===== src/sv/srr_pkg.sv =====
// Shared types and constants for the selective-repeat receiver.
// Holds the controller state encoding and the command and status bundles.
// No dependencies; compiled before every other file.
package srr_pkg;

   // Result kinds carried on the result channel.
   localparam logic KIND_DELIVER = 1'b0;
   localparam logic KIND_ACK     = 1'b1;

   // The window base starts at sequence number one after reset.
   localparam int BASE_RESET = 1;

   // Controller states.
   typedef enum logic [2:0] {
      ST_IDLE,
      ST_STORE,
      ST_LOOK,
      ST_DATA,
      ST_ACK
   } srr_state_type;

   // Commands from the controller to the datapath.
   typedef struct packed {
      logic capture;    // latch the arriving packet
      logic store;      // buffer the packet and update the ack number
      logic fetch;      // read the slot at the window base and release it
      logic load_data;  // put a delivery item in the output register
      logic load_ack;   // put the acknowledgement in the output register
   } srr_cmd_type;

   // Status from the datapath to the controller.
   typedef struct packed {
      logic pkt_in_window;  // captured packet is good and inside the window
      logic base_held;      // slot at the window base holds a payload
      logic out_free;       // output register can take an item this cycle
   } srr_status_type;

endpackage


===== src/sv/srr_req_if.sv =====
// Packet channel into the selective-repeat receiver.
// Carries valid, ready and the packet fields; no dependencies.
interface srr_req_if #(
   parameter int SEQ_BITS     = 4,
   parameter int PAYLOAD_BITS = 64
);
   logic                    valid;
   logic                    ready;
   logic [SEQ_BITS-1:0]     seq_num;
   logic [PAYLOAD_BITS-1:0] payload;
   logic                    checksum_ok;

   modport source (output valid, seq_num, payload, checksum_ok, input ready);
   modport sink   (input valid, seq_num, payload, checksum_ok, output ready);
endinterface


===== src/sv/srr_rsp_if.sv =====
// Result channel out of the selective-repeat receiver.
// Carries valid, ready and the delivery or acknowledgement fields; no dependencies.
interface srr_rsp_if #(
   parameter int SEQ_BITS     = 4,
   parameter int PAYLOAD_BITS = 64
);
   logic                    valid;
   logic                    ready;
   logic                    kind;
   logic [SEQ_BITS-1:0]     out_seq;
   logic [PAYLOAD_BITS-1:0] out_payload;
   logic                    last;

   modport source (output valid, kind, out_seq, out_payload, last, input ready);
   modport sink   (input valid, kind, out_seq, out_payload, last, output ready);
endinterface


===== src/sv/srr_ctrl.sv =====
// Controller state machine of the selective-repeat receiver.
// Sequences capture, buffering, in-order release and the acknowledgement.
// Depends on srr_pkg.
module srr_ctrl (
   input  logic                   clock,
   input  logic                   reset,
   input  logic                   req_valid,
   output logic                   req_ready,
   input  srr_pkg::srr_status_type status,
   output srr_pkg::srr_cmd_type    cmd
);
   import srr_pkg::*;

   srr_state_type state_ff;
   srr_state_type state_in;

   // State register.
   always_ff @(posedge clock) begin
      if (reset) begin
         state_ff <= ST_IDLE;
      end else begin
         state_ff <= state_in;
      end
   end

   // Next state and commands.
   always_comb begin
      state_in  = state_ff;
      cmd       = '0;
      req_ready = 1'b0;
      unique case (state_ff)
         ST_IDLE: begin
            req_ready = 1'b1;
            if (req_valid) begin
               cmd.capture = 1'b1;
               state_in    = ST_STORE;
            end
         end
         ST_STORE: begin
            cmd.store = 1'b1;
            state_in  = status.pkt_in_window ? ST_LOOK : ST_ACK;
         end
         ST_LOOK: begin
            if (status.base_held) begin
               cmd.fetch = 1'b1;
               state_in  = ST_DATA;
            end else begin
               state_in = ST_ACK;
            end
         end
         ST_DATA: begin
            if (status.out_free) begin
               cmd.load_data = 1'b1;
               state_in      = ST_LOOK;
            end
         end
         ST_ACK: begin
            if (status.out_free) begin
               cmd.load_ack = 1'b1;
               state_in     = ST_IDLE;
            end
         end
         default: begin
            state_in = ST_IDLE;
         end
      endcase
   end

endmodule


===== src/sv/srr_dpath.sv =====
// Datapath of the selective-repeat receiver: packet capture, receive buffer,
// hold flags, window base, last ack number and the output register.
// Depends on srr_pkg; driven by srr_ctrl through the command bundle.
module srr_dpath #(
   parameter int SEQ_BITS     = 4,
   parameter int WINDOW       = 8,
   parameter int PAYLOAD_BITS = 64
) (
   input  logic                    clock,
   input  logic                    reset,
   input  logic [SEQ_BITS-1:0]     req_seq_num,
   input  logic [PAYLOAD_BITS-1:0] req_payload,
   input  logic                    req_checksum_ok,
   input  srr_pkg::srr_cmd_type    cmd,
   output srr_pkg::srr_status_type status,
   output logic                    rsp_valid,
   input  logic                    rsp_ready,
   output logic                    rsp_kind,
   output logic [SEQ_BITS-1:0]     rsp_out_seq,
   output logic [PAYLOAD_BITS-1:0] rsp_out_payload,
   output logic                    rsp_last
);
   import srr_pkg::*;

   localparam int SLOT_BITS = (WINDOW > 1) ? $clog2(WINDOW) : 1;
   localparam int EXT_BITS  = (SEQ_BITS > SLOT_BITS) ? SEQ_BITS : SLOT_BITS;
   // Wide enough for any sequence offset and for the window size itself.
   localparam int CMP_BITS  = SEQ_BITS + 6;

   // Slot of a sequence number: the window size is a power of two.
   function automatic logic [SLOT_BITS-1:0] slot_of(input logic [SEQ_BITS-1:0] s);
      logic [EXT_BITS-1:0] ext;
      begin
         ext = EXT_BITS'(s) & EXT_BITS'(WINDOW - 1);
         return SLOT_BITS'(ext);
      end
   endfunction

   logic [SEQ_BITS-1:0]     seq_ff;
   logic [PAYLOAD_BITS-1:0] pay_ff;
   logic                    good_ff;
   logic [SEQ_BITS-1:0]     base_ff;
   logic [SEQ_BITS-1:0]     last_ack_ff;
   logic [WINDOW-1:0]       held_ff;
   logic [PAYLOAD_BITS-1:0] buf_mem [WINDOW];
   logic [PAYLOAD_BITS-1:0] rd_data_ff;
   logic                    rsp_valid_ff;
   logic                    rsp_kind_ff;
   logic [SEQ_BITS-1:0]     rsp_seq_ff;
   logic [PAYLOAD_BITS-1:0] rsp_pay_ff;
   logic                    rsp_last_ff;

   logic [SEQ_BITS-1:0]  offset;
   logic                 in_window;
   logic [SLOT_BITS-1:0] seq_slot;
   logic [SLOT_BITS-1:0] base_slot;
   logic                 do_write;
   logic                 out_load;

   // Window test, slot selection and status to the controller.
   always_comb begin
      offset    = seq_ff - base_ff;
      in_window = CMP_BITS'(offset) < CMP_BITS'(WINDOW);
      seq_slot  = slot_of(seq_ff);
      base_slot = slot_of(base_ff);
      do_write  = cmd.store && good_ff && in_window && !held_ff[seq_slot];
      out_load  = cmd.load_data || cmd.load_ack;
      status.pkt_in_window = good_ff && in_window;
      status.base_held     = held_ff[base_slot];
      status.out_free      = !rsp_valid_ff || rsp_ready;
   end

   // Captured packet fields.
   always_ff @(posedge clock) begin
      if (cmd.capture) begin
         seq_ff  <= req_seq_num;
         pay_ff  <= req_payload;
         good_ff <= req_checksum_ok;
      end
   end

   // Receive buffer: written when a new packet is held, read at the base slot.
   always_ff @(posedge clock) begin
      if (do_write) begin
         buf_mem[seq_slot] <= pay_ff;
      end
      if (cmd.fetch) begin
         rd_data_ff <= buf_mem[base_slot];
      end
   end

   // Hold flags, window base and last acknowledgement number.
   always_ff @(posedge clock) begin
      if (reset) begin
         held_ff     <= '0;
         base_ff     <= SEQ_BITS'(BASE_RESET);
         last_ack_ff <= '0;
      end else begin
         if (do_write) begin
            held_ff[seq_slot] <= 1'b1;
         end
         if (cmd.fetch) begin
            held_ff[base_slot] <= 1'b0;
         end
         if (cmd.store && good_ff) begin
            last_ack_ff <= seq_ff;
         end
         if (cmd.load_data) begin
            base_ff <= base_ff + SEQ_BITS'(1);
         end
      end
   end

   // Output register valid flag.
   always_ff @(posedge clock) begin
      if (reset) begin
         rsp_valid_ff <= 1'b0;
      end else if (out_load) begin
         rsp_valid_ff <= 1'b1;
      end else if (rsp_ready) begin
         rsp_valid_ff <= 1'b0;
      end
   end

   // Output register payload: a delivery or the acknowledgement.
   always_ff @(posedge clock) begin
      if (cmd.load_data) begin
         rsp_kind_ff <= KIND_DELIVER;
         rsp_seq_ff  <= base_ff;
         rsp_pay_ff  <= rd_data_ff;
         rsp_last_ff <= 1'b0;
      end else if (cmd.load_ack) begin
         rsp_kind_ff <= KIND_ACK;
         rsp_seq_ff  <= last_ack_ff;
         rsp_pay_ff  <= '0;
         rsp_last_ff <= 1'b1;
      end
   end

   assign rsp_valid       = rsp_valid_ff;
   assign rsp_kind        = rsp_kind_ff;
   assign rsp_out_seq     = rsp_seq_ff;
   assign rsp_out_payload = rsp_pay_ff;
   assign rsp_last        = rsp_last_ff;

endmodule


===== src/sv/selective_repeat_receiver_unit.sv =====
// Top level of the selective-repeat ARQ receiver.
// Joins the controller (srr_ctrl) and the datapath (srr_dpath); uses srr_pkg,
// srr_req_if and srr_rsp_if.
//
//   Channel | Direction | Contents
//   --------+-----------+------------------------------------------------
//   req_if  | in        | seq_num, payload, checksum_ok of one packet
//   rsp_if  | out       | kind, out_seq, out_payload, last (deliveries, then ack)
//
// For a good packet inside the window, the controller steps through the held
// buffer slots from the window base; a corrupt or out-of-window packet goes
// straight to the ack. Each slot is read through the single read port of the
// buffer before it is loaded, and the next slot is checked only after that load.
// Reset clears the hold flags, sets the window base to one and the ack number
// to zero; the buffer itself needs no clearing. A stalled result holds the
// controller in place; the next packet is taken while the ack still waits.
module selective_repeat_receiver_unit #(
   parameter int SEQ_BITS     = 4,
   parameter int WINDOW       = 8,
   parameter int PAYLOAD_BITS = 64
) (
   input logic        clock,
   input logic        reset,
   srr_req_if.sink    req_if,
   srr_rsp_if.source  rsp_if
);
   import srr_pkg::*;

   srr_cmd_type    cmd;
   srr_status_type status;
   logic           req_ready;

   // Controller.
   srr_ctrl u_ctrl (
      .clock     (clock),
      .reset     (reset),
      .req_valid (req_if.valid),
      .req_ready (req_ready),
      .status    (status),
      .cmd       (cmd)
   );

   // Datapath.
   srr_dpath #(
      .SEQ_BITS     (SEQ_BITS),
      .WINDOW       (WINDOW),
      .PAYLOAD_BITS (PAYLOAD_BITS)
   ) u_dpath (
      .clock           (clock),
      .reset           (reset),
      .req_seq_num     (req_if.seq_num),
      .req_payload     (req_if.payload),
      .req_checksum_ok (req_if.checksum_ok),
      .cmd             (cmd),
      .status          (status),
      .rsp_valid       (rsp_if.valid),
      .rsp_ready       (rsp_if.ready),
      .rsp_kind        (rsp_if.kind),
      .rsp_out_seq     (rsp_if.out_seq),
      .rsp_out_payload (rsp_if.out_payload),
      .rsp_last        (rsp_if.last)
   );

   assign req_if.ready = req_ready;

   // The output register is loaded only when it is free.
   a_load_when_free: assert property (@(posedge clock) disable iff (reset)
      (cmd.load_data || cmd.load_ack) |-> status.out_free)
      else $error("output register loaded while a result is still pending");

   // A slot is fetched only while it holds a payload.
   a_fetch_held: assert property (@(posedge clock) disable iff (reset)
      cmd.fetch |-> status.base_held)
      else $error("buffer slot fetched without a held payload");

   // An accepted packet blocks the channel until its ack has been queued.
   a_one_packet: assert property (@(posedge clock) disable iff (reset)
      (req_if.valid && req_if.ready) |=> !req_if.ready)
      else $error("second packet accepted before the first finished");

   // Loading the ack shows a valid result flagged as the last one.
   a_ack_last: assert property (@(posedge clock) disable iff (reset)
      cmd.load_ack |=> (rsp_if.valid && rsp_if.last && rsp_if.kind == KIND_ACK))
      else $error("acknowledgement not presented as the final result");

endmodule


===== src/flat_wrapper.sv =====
// flat-port wrapper written by rule: the top's interface ports become plain ports
module selective_repeat_receiver_unit_flat import srr_pkg::*;
#(
   parameter int SEQ_BITS     = 4,
   parameter int WINDOW       = 8,
   parameter int PAYLOAD_BITS = 64
)
  (clock, reset, req_if_valid, req_if_seq_num, req_if_payload, req_if_checksum_ok, req_if_ready, rsp_if_valid, rsp_if_kind, rsp_if_out_seq, rsp_if_out_payload, rsp_if_last, rsp_if_ready);
  srr_req_if #(.SEQ_BITS(SEQ_BITS), .PAYLOAD_BITS(PAYLOAD_BITS)) req_if_i ();
  srr_rsp_if #(.SEQ_BITS(SEQ_BITS), .PAYLOAD_BITS(PAYLOAD_BITS)) rsp_if_i ();
  input logic clock;
  input logic reset;
  input wire logic [$bits(req_if_i.valid)-1:0] req_if_valid;
  input wire logic [$bits(req_if_i.seq_num)-1:0] req_if_seq_num;
  input wire logic [$bits(req_if_i.payload)-1:0] req_if_payload;
  input wire logic [$bits(req_if_i.checksum_ok)-1:0] req_if_checksum_ok;
  output wire logic [$bits(req_if_i.ready)-1:0] req_if_ready;
  output wire logic [$bits(rsp_if_i.valid)-1:0] rsp_if_valid;
  output wire logic [$bits(rsp_if_i.kind)-1:0] rsp_if_kind;
  output wire logic [$bits(rsp_if_i.out_seq)-1:0] rsp_if_out_seq;
  output wire logic [$bits(rsp_if_i.out_payload)-1:0] rsp_if_out_payload;
  output wire logic [$bits(rsp_if_i.last)-1:0] rsp_if_last;
  input wire logic [$bits(rsp_if_i.ready)-1:0] rsp_if_ready;
  assign req_if_i.valid = req_if_valid;
  assign req_if_i.seq_num = req_if_seq_num;
  assign req_if_i.payload = req_if_payload;
  assign req_if_i.checksum_ok = req_if_checksum_ok;
  assign req_if_ready = req_if_i.ready;
  assign rsp_if_valid = rsp_if_i.valid;
  assign rsp_if_kind = rsp_if_i.kind;
  assign rsp_if_out_seq = rsp_if_i.out_seq;
  assign rsp_if_out_payload = rsp_if_i.out_payload;
  assign rsp_if_last = rsp_if_i.last;
  assign rsp_if_i.ready = rsp_if_ready;
  selective_repeat_receiver_unit #(.SEQ_BITS(SEQ_BITS), .WINDOW(WINDOW), .PAYLOAD_BITS(PAYLOAD_BITS)) u_core (.clock(clock), .reset(reset), .req_if(req_if_i), .rsp_if(rsp_if_i));
endmodule

===== config.mk =====
export PLATFORM = sky130hd
export DESIGN_NAME = selective_repeat_receiver_unit_flat
export DESIGN_NICKNAME = d
export VERILOG_FILES = /design/src/sv/srr_pkg.sv /design/src/sv/srr_req_if.sv /design/src/sv/srr_rsp_if.sv /design/src/sv/srr_ctrl.sv /design/src/sv/srr_dpath.sv /design/src/sv/selective_repeat_receiver_unit.sv /design/src/flat_wrapper.sv
export SDC_FILE = /design/constraint.sdc
export NUM_CORES = 1
export LEC_CHECK = 0
export BUFFER_PORTS_ARGS = -buffer_cell sky130_fd_sc_hd__buf_2
export CAP_MARGIN = 30
export CORE_MARGIN = 5
export CORE_UTILIZATION = 60
export DETAILED_ROUTE_END_ITERATION = 10
export PLACE_DENSITY_LB_ADDON = 0.1
export SKIP_CTS_REPAIR_TIMING = 1
export SKIP_LAST_GASP = 1
export SYNTH_ARGS = -nofsm -noshare
export SYNTH_HDL_FRONTEND = slang
export SYNTH_SLANG_ARGS = --single-unit

===== constraint.sdc =====
create_clock -name clock -period 9.6 [get_ports clock]
set_input_delay 1.92 -clock clock [delete_from_list [all_inputs] [get_ports clock]]
set_output_delay 1.92 -clock clock [all_outputs]
set_load 0.01 [all_outputs]

* After elaboration in Yosys (flattened, before gate mapping)
Memories as Yosys holds them, arrays and structs flattened. A register that Yosys moved wholly into a read port is not among the register bits. Cells that the tools add are included.
Operators by class: $add $sub $neg 2, multiply operators 0, divide/modulo/power cells 0, magnitude comparators 5, equality and inequality tests 7, shift-type cells 0, multiplexer cells 34, bitwise operators 3, reduce and logical (&&, ||, !) cells 14
Operators with widths (number):
- two-way mux 64 bit | 2
- two-way mux 8 bit | 3
- two-way mux 1 bit | 17
- two-way mux 3 bit | 5
- one-hot mux 3 bit (5 select lines) | 1
- bitwise AND 8 bit | 1
- < comparator 3 x 4 -> 1 bit (second input constant) | 2
- two-way mux 4 bit | 2
- NOT 8 bit | 1
- OR 8 bit | 1
- binary-select mux 1 bit (select 3 bit) | 2
- demux 1 bit (select 3 bit) | 2
- equality test 3 x 2 -> 1 bit (second input constant) | 2
- greater-or-equal comparator 3 x 1 -> 1 bit (second input constant) | 2
- logical AND 1 bit | 6
- adder 4 x 1 -> 4 bit (second input constant) | 1
- < comparator 4 bit (second input constant) | 1
- inequality test 2 x 1 -> 1 bit (second input constant) | 2
- nonzero test 2 bit | 2
- subtractor 4 bit | 1
- equality test 3 x 1 -> 1 bit (second input constant) | 1
- equality test 3 bit (second input constant) | 1
- zero test 3 bit | 1
- AND reduction 3 bit | 1
- 3 further kinds | 5
Storage, ports and cells: register bits 158, bits in latches 0, bits in writable memories 512, memory bits (read-only) 0, input port bits 73, output and inout bits 72, word-level logic and storage cells 77, memories kept 1
Memory list:
- u_core.u_dpath.buf_mem | depth 8, bits a word 64, read ports 1, clocked after memory_dff 1, write ports 1, RTL line srr_dpath.sv:45 | logic [PAYLOAD_BITS-1:0] buf_mem [WINDOW];

* Depth between registers and ports, before layout
word-level depth 9, gate-level depth with buffers 9, depth with buffers taken out 7

* Hierarchy
From an unflattened synthesis, not the netlist that was laid out.
Second synthesis, totals: cells, all modules 1309, area total of the unflattened synthesis 27000.9 sq um
Modules (own cells, without submodules):
- srr_dpath | times used 1, cells an instance 1281, area each 26770.7 sq um, sequential area each 21770.9 sq um
- srr_ctrl | times used 1, cells an instance 28, area each 230.2 sq um, sequential area each 60.1 sq um

* Worst setup path after synthesis
OpenSTA, ideal clock, no wires.
kind reg2reg, from register u_core.u_dpath.base_ff[1], to memory u_core.u_dpath.buf_mem[2][0], enable pin, library setup time 644 ps, data arrival time 8033 ps, data required time 8956 ps, slack 922 ps, cell stages (with the launch flop) 10, buffers on the path 2, clock period less this slack 8678 ps, path through dfxtp_1 -> buf_2 -> inv_1 -> clkbuf_1 -> ha_1 -> nand2_1 -> o21ai_1 -> mux2i_4 -> nand2_1 -> nor4_1
Between the ends: longest elaborated chain between the ends 6
Ends and longest elaborated chain:
- from (decl) | RTL line srr_dpath.sv:42 | logic [SEQ_BITS-1:0] base_ff;
- from (signal assigned) | RTL line srr_dpath.sv:96 | base_ff <= SEQ_BITS'(BASE_RESET);
- from (signal assigned) | RTL line srr_dpath.sv:109 | base_ff <= base_ff + SEQ_BITS'(1);
- subtractor 4 bit | RTL line srr_dpath.sv:62 | offset = seq_ff - base_ff;
- < comparator 4 bit | RTL line srr_dpath.sv:63 | in_window = CMP_BITS'(offset) < CMP_BITS'(WINDOW);
- logical AND 1 bit (2 in series) | RTL line srr_dpath.sv:66 | do_write = cmd.store && good_ff && in_window && !held_ff[seq_slot];
- two-way mux 1 bit | RTL line srr_dpath.sv:84 | if (do_write) begin
- two-way mux 1 bit (not written as such) | RTL line srr_dpath.sv:85 | buf_mem[seq_slot] <= pay_ff;
- to (decl) | RTL line srr_dpath.sv:45
Every way passes these cells.

* Worst setup path after layout
from register u_core.u_dpath.base_ff[2], to memory u_core.u_dpath.buf_mem[3][24], enable pin
The elaborated chain is that of the path after synthesis.

==> flow_summary.html <==
<table>
<tr><th>Metric</th><th>Value</th></tr>
<tr><th colspan="2">Synth</th></tr>
<tr><td>Warning count from the yosys run</td><td>0</td></tr>
<tr><td>Number of distinct library cells after synthesis</td><td>53</td></tr>
<tr><td>Mean instance size in the synthesized netlist</td><td>18.8 sq um</td></tr>
<tr><td>Cell count after synthesis</td><td>roughly 1400</td></tr>
<tr><td>Synth Net Count</td><td>1491</td></tr>
<tr><td>Post-synth EDFFs</td><td>713</td></tr>
<tr><td>Async set-or-reset flop fraction in the synthesized netlist</td><td>0</td></tr>
<tr><td>Netlist area before placement</td><td>0.0266 sq mm</td></tr>
<tr><td>Cell types occupying the most area after synthesis</td><td>sky130_fd_sc_hd__edfxtp_1 80%, sky130_fd_sc_hd__a221oi_1 2.6%, sky130_fd_sc_hd__mux2i_1 2.4%, sky130_fd_sc_hd__dfxtp_1 1.6%, sky130_fd_sc_hd__and2_1 1.5%</td></tr>
<tr><td>Flop and latch count out of synthesis</td><td>734</td></tr>
<tr><td>Top-count cell post-synth</td><td>sky130_fd_sc_hd__edfxtp_1</td></tr>
<tr><td>Synth top cells by count</td><td>713 x sky130_fd_sc_hd__edfxtp_1, 78 x sky130_fd_sc_hd__a221oi_1, 66 x sky130_fd_sc_hd__and2_1</td></tr>
<tr><td>Post-synthesis cell type with the largest combined area</td><td>sky130_fd_sc_hd__edfxtp_1</td></tr>
<tr><td>Area share of the leading cell type in the synthesized netlist</td><td>0.804</td></tr>
<tr><td>Primary FF master, synth</td><td>sky130_fd_sc_hd__edfxtp_1</td></tr>
<tr><td>Seq/Total Area, Yosys</td><td>0.820</td></tr>
<tr><th colspan="2">Worst setup path</th></tr>
<tr><td>Required time at the worst-slack endpoint</td><td>9.82 ns</td></tr>
<tr><td>Crit path to</td><td>u_core.u_dpath.buf_mem[3][24]</td></tr>
<tr><td>Delay of the slowest cell on the worst path</td><td>~0.76 ns</td></tr>
<tr><td>Type of the setup path with the least slack</td><td>reg2reg</td></tr>
<tr><td>Reg2Reg Capture Point</td><td>u_core.u_dpath.buf_mem[3][24]</td></tr>
<tr><td>Flop2flop setup slack</td><td>5.23 ns</td></tr>
<tr><td>Type of origin of the critical path</td><td>register</td></tr>
<tr><td>Cells traversed along the worst timing path</td><td>inv_1, ha_1, a21oi_1, o21ai_1, xnor2_1, nand4_1, nor2_4, buf_4</td></tr>
<tr><td>Worst EP arrival</td><td>4.58 ns</td></tr>
<tr><td>Reg2Reg Launch Point</td><td>u_core.u_dpath.base_ff[2]</td></tr>
<tr><td>Number of gates on the worst path with buffers counted</td><td>8</td></tr>
<tr><td>Worst-path maximum fanout</td><td>39</td></tr>
<tr><td>Cell family with the largest share of critical-path delay</td><td>buffers and inverters</td></tr>
<tr><td>Sort of element at the end of the critical path</td><td>register</td></tr>
<tr><td>Worst-case reg-to-reg path depth</td><td>8</td></tr>
<tr><td>Launching element of the worst setup path</td><td>u_core.u_dpath.base_ff[2]</td></tr>
<tr><td>CP bufs+invs</td><td>2</td></tr>
<tr><td>Slowest cell on the critical path</td><td>sky130_fd_sc_hd__nor2_4</td></tr>
<tr><th colspan="2">Power and ir drop</th></tr>
<tr><td>Internal cell power</td><td>roughly 5.1 mW</td></tr>
<tr><td>Pwr Total</td><td>6.39 mW</td></tr>
<tr><td>Proportion of power drawn by combinational gates</td><td>0.013</td></tr>
<tr><td>Switching share of total power</td><td>0.194</td></tr>
<tr><td>Clock power frac</td><td>0.421</td></tr>
<tr><td>Part of the total power dissipated in sequential elements</td><td>0.567</td></tr>
<tr><td>Power per unit of standard cell area</td><td>210 mW/mm^2</td></tr>
<tr><td>Standby leakage power</td><td>9.72 nW</td></tr>
<tr><td>Net switching component of the power</td><td>1.24 mW</td></tr>
<tr><td>Maximum ir drop on the vdd rail</td><td>around 190 uV</td></tr>
<tr><th colspan="2">STA</th></tr>
<tr><td>Worst-margin pin slew</td><td>a little over 1 ns</td></tr>
<tr><td>Minimum clock period after layout</td><td>roughly 4.4 ns</td></tr>
<tr><td>Slew Viols, Final</td><td>0</td></tr>
<tr><td>Setup repair after global routing missed its margin</td><td>no</td></tr>
<tr><td>Total count of hold-check failures in the final report</td><td>0</td></tr>
<tr><td>Headroom to the max-slew limit</td><td>0.318</td></tr>
<tr><td>Final total negative setup slack</td><td>0 ns</td></tr>
<tr><td>Final number of setup-violating endpoints</td><td>0</td></tr>
<tr><td>Period Utilization, post-route</td><td>0.455</td></tr>
<tr><td>Highest clock rate</td><td>229 MHz</td></tr>
<tr><td>Clock Skews</td><td>0.0246 ns</td></tr>
<tr><th colspan="2">Layout</th></tr>
<tr><td>Nets@finish</td><td>~1700</td></tr>
<tr><td>Share of final-layout standard cells stronger than drive strength 1</td><td>0.210</td></tr>
<tr><td>Number of diodes</td><td>0</td></tr>
<tr><td>Final design instance area without fill</td><td>0.0304 sq mm</td></tr>
<tr><td>Area growth from synthesis to layout</td><td>14.1%</td></tr>
<tr><th colspan="2">Route</th></tr>
<tr><td>DR iter-0 viols</td><td>1333</td></tr>
<tr><td>Average wire per standard cell</td><td>25.0 um</td></tr>
<tr><td>Routed Antenna Nets</td><td>0</td></tr>
<tr><td>Iteration count of the initial detailed-routing pass</td><td>6</td></tr>
<tr><td>DRC violations left</td><td>0</td></tr>
<tr><td>Final routed wirelength across all metal layers</td><td>around 56000 um</td></tr>
<tr><td>Vias per cell</td><td>between 6 and 7</td></tr>
<tr><td>Via Count</td><td>13600</td></tr>
<tr><th colspan="2">Global routing</th></tr>
<tr><td>Antenna violations before repair</td><td>0</td></tr>
<tr><td>Vias in the first global route</td><td>13700</td></tr>
<tr><td>Total overflow reported by the global router</td><td>0</td></tr>
<tr><td>First-pass GRT wire length</td><td>83900 um</td></tr>
<tr><td>Overall track demand over capacity in global routing</td><td>0.232</td></tr>
<tr><td>Maximum number of pins on one net before global-route repair</td><td>just under 70</td></tr>
<tr><th colspan="2">Clock network</th></tr>
<tr><td>Buffers from clock root to sink, at most</td><td>3</td></tr>
<tr><td>Clock Pin Slew Worst Setup and Hold Paths</td><td>0.06 ns</td></tr>
<tr><td>Number of H-tree levels</td><td>3</td></tr>
<tr><td>Number of buffers added by the clock tree synthesis step</td><td>72</td></tr>
<tr><td>Clock tree from TritonCTS</td><td>done</td></tr>
<tr><td>Root Buffer</td><td>sky130_fd_sc_hd__clkbuf_16</td></tr>
<tr><td>Clock latency reported for the late side of the worst-skew pair</td><td>0.60 ns</td></tr>
<tr><td># clock sinks</td><td>about 730</td></tr>
<tr><th colspan="2">Run</th></tr>
<tr><td>Max-capacitance violation count</td><td>0</td></tr>
<tr><th colspan="2">Floorplan</th></tr>
<tr><td>Horizontal die dimension</td><td>between 200 and 250 um</td></tr>
<tr><td>Area of the die</td><td>just under 0.05 sq mm</td></tr>
<tr><td>Starting density of the core</td><td>0.605</td></tr>
<tr><td>Num rows</td><td>77</td></tr>
<tr><td>Chip height</td><td>221 um</td></tr>
<tr><td>Io pins</td><td>145</td></tr>
<tr><td>Core ar.</td><td>0.0440 sq mm</td></tr>
<tr><th colspan="2">Min path</th></tr>
<tr><td>Type of the tightest min-delay check</td><td>reg2reg</td></tr>
<tr><th colspan="2">Placed design</th></tr>
<tr><td>Detail Placement HPWL</td><td>31700 um</td></tr>
<tr><td>Placed standard-cell area</td><td>roughly 0.028 sq mm</td></tr>
<tr><td>Count of buffers from port buffering</td><td>144</td></tr>
<tr><td>Placer's final routability congestion estimate</td><td>0.788</td></tr>
<tr><th colspan="2">Run status</th></tr>
<tr><td>Run status</td><td>completed</td></tr>
</table>
==> registers in the layout (all words and copies together), names as in the netlist <==
register / count
u_core.u_dpath.buf_mem: 512
u_core.u_dpath.pay_ff: 64
u_core.u_dpath.rd_data_ff: 64
u_core.u_dpath.rsp_out_payload: 64
u_core.u_dpath.held_ff: 8
u_core.u_dpath.base_ff: 4
u_core.u_dpath.last_ack_ff: 4
u_core.u_dpath.rsp_out_seq: 4
u_core.u_dpath.seq_ff: 4
u_core.u_ctrl.state_ff: 3
u_core.u_dpath.good_ff: 1
u_core.u_dpath.rsp_last: 1
u_core.u_dpath.rsp_valid: 1
==> metal layers <==
layer	vias to the layer above	GRT usage	share of wire
met4	0	0.0564	0.020
met1	6936	0.340	0.42
met5	-	0	0
met3	80	0.0469	0.081
li1	6053	-	-
met2	571	0.368	0.48
==> cell type report <==
cell class,count,area (sq um)
Fill cell,2853,13600
Timing Repair Buffer,178,1040
Sequential cell,734,21800
Clock inverter,34,267
Inverter,7,26.3
Multi-Input combinational cell,596,4500
Clock buffer,96,1980
Tap cell,592,741
==> per-stage QoR <==
| step | hold slack, ns | worst slack [ns] | instances | utilization |
|---|---|---|---|---|
| final | 0.498 | 5.23 | 2237 | 0.690 |
| after global placement | 0.473 | 5.29 | 2101 | 0.637 |
| after detailed placement | 0.485 | 5.23 | 2106 | 0.639 |
| after CTS | 0.500 | 5.23 | 2236 | 0.690 |
| after floorplan | 0.456 | 0.922 | 1415 | - |
| after global routing | 0.533 | 4.97 | 2237 | 0.690 |
==> worst min path at each step <==
stage / from / end / slack (ns) / cells after the start
final: u_core.u_dpath.last_ack_ff[3] / u_core.u_dpath.last_ack_ff[3] / 0.50 / 2
after global routing: u_core.u_dpath.rd_data_ff[44] / u_core.u_dpath.rsp_out_payload[44] / 0.53 / 1
after CTS: u_core.u_dpath.last_ack_ff[3] / u_core.u_dpath.last_ack_ff[3] / 0.50 / 2
after detailed placement: u_core.u_dpath.last_ack_ff[3] / u_core.u_dpath.last_ack_ff[3] / 0.48 / 2
after global placement: u_core.u_dpath.last_ack_ff[3] / u_core.u_dpath.last_ack_ff[3] / 0.47 / 2
after floorplan: u_core.u_dpath.last_ack_ff[0] / u_core.u_dpath.last_ack_ff[0] / 0.46 / 2
==> cell families (layout without fill, tap and decap cells) <==
group	after synthesis	after routing	synth area share
xor+xnor	5	5	0.00164
buf+inv	85	315	0.0152
mux	110	110	0.0477
simple gates	206	206	0.0394
compound gates	272	272	0.0752
fa+ha+maj	3	3	0.00141
flops	734	734	0.820
==> worst reg2reg max path: stages (launching register included) <==
cell,delay [ns]
sky130_fd_sc_hd__dfxtp_4,0.72
sky130_fd_sc_hd__inv_1,0.41
sky130_fd_sc_hd__ha_1,0.41
sky130_fd_sc_hd__a21oi_1,0.13
sky130_fd_sc_hd__o21ai_1,0.16
sky130_fd_sc_hd__xnor2_1,0.40
sky130_fd_sc_hd__nand4_1,0.27
sky130_fd_sc_hd__nor2_4,0.76
sky130_fd_sc_hd__buf_4,0.69
==> power groups by stage <==
stage / clock (mW) / sequential (mW) / combinational (mW)
2_1_floorplan: 0 / 3.67 / 0.0339
3_3_place_gp: 0 / 3.68 / 0.0773
3_5_place_dp: 0 / 3.69 / 0.0814
4_1_cts: 2.73 / 3.62 / 0.0817
5_1_grt: 2.87 / 3.62 / 0.0886
6_report: 2.69 / 3.62 / 0.0813
==> layout by cell type, fill, tap and decap left out, types with 10 or more instances in the layout <==
cell                        instances
sky130_fd_sc_hd__o21ai_0           47
sky130_fd_sc_hd__clkinv_1          16
sky130_fd_sc_hd__edfxtp_1         713
sky130_fd_sc_hd__nand2_1           41
sky130_fd_sc_hd__a21oi_1           37
sky130_fd_sc_hd__clkbuf_1          19
sky130_fd_sc_hd__and2_1            65
sky130_fd_sc_hd__clkbuf_16         75
sky130_fd_sc_hd__o22ai_1           10
sky130_fd_sc_hd__buf_2            144
sky130_fd_sc_hd__mux2i_1           65
sky130_fd_sc_hd__nor2_1            49
sky130_fd_sc_hd__a221oi_1          78
sky130_fd_sc_hd__buf_4             28
sky130_fd_sc_hd__a221o_1           12
sky130_fd_sc_hd__a22o_1            17
sky130_fd_sc_hd__mux2_2            34
sky130_fd_sc_hd__a22oi_1           40
sky130_fd_sc_hd__dfxtp_1           18
Note: power is estimated with default switching activity, not from simulation.
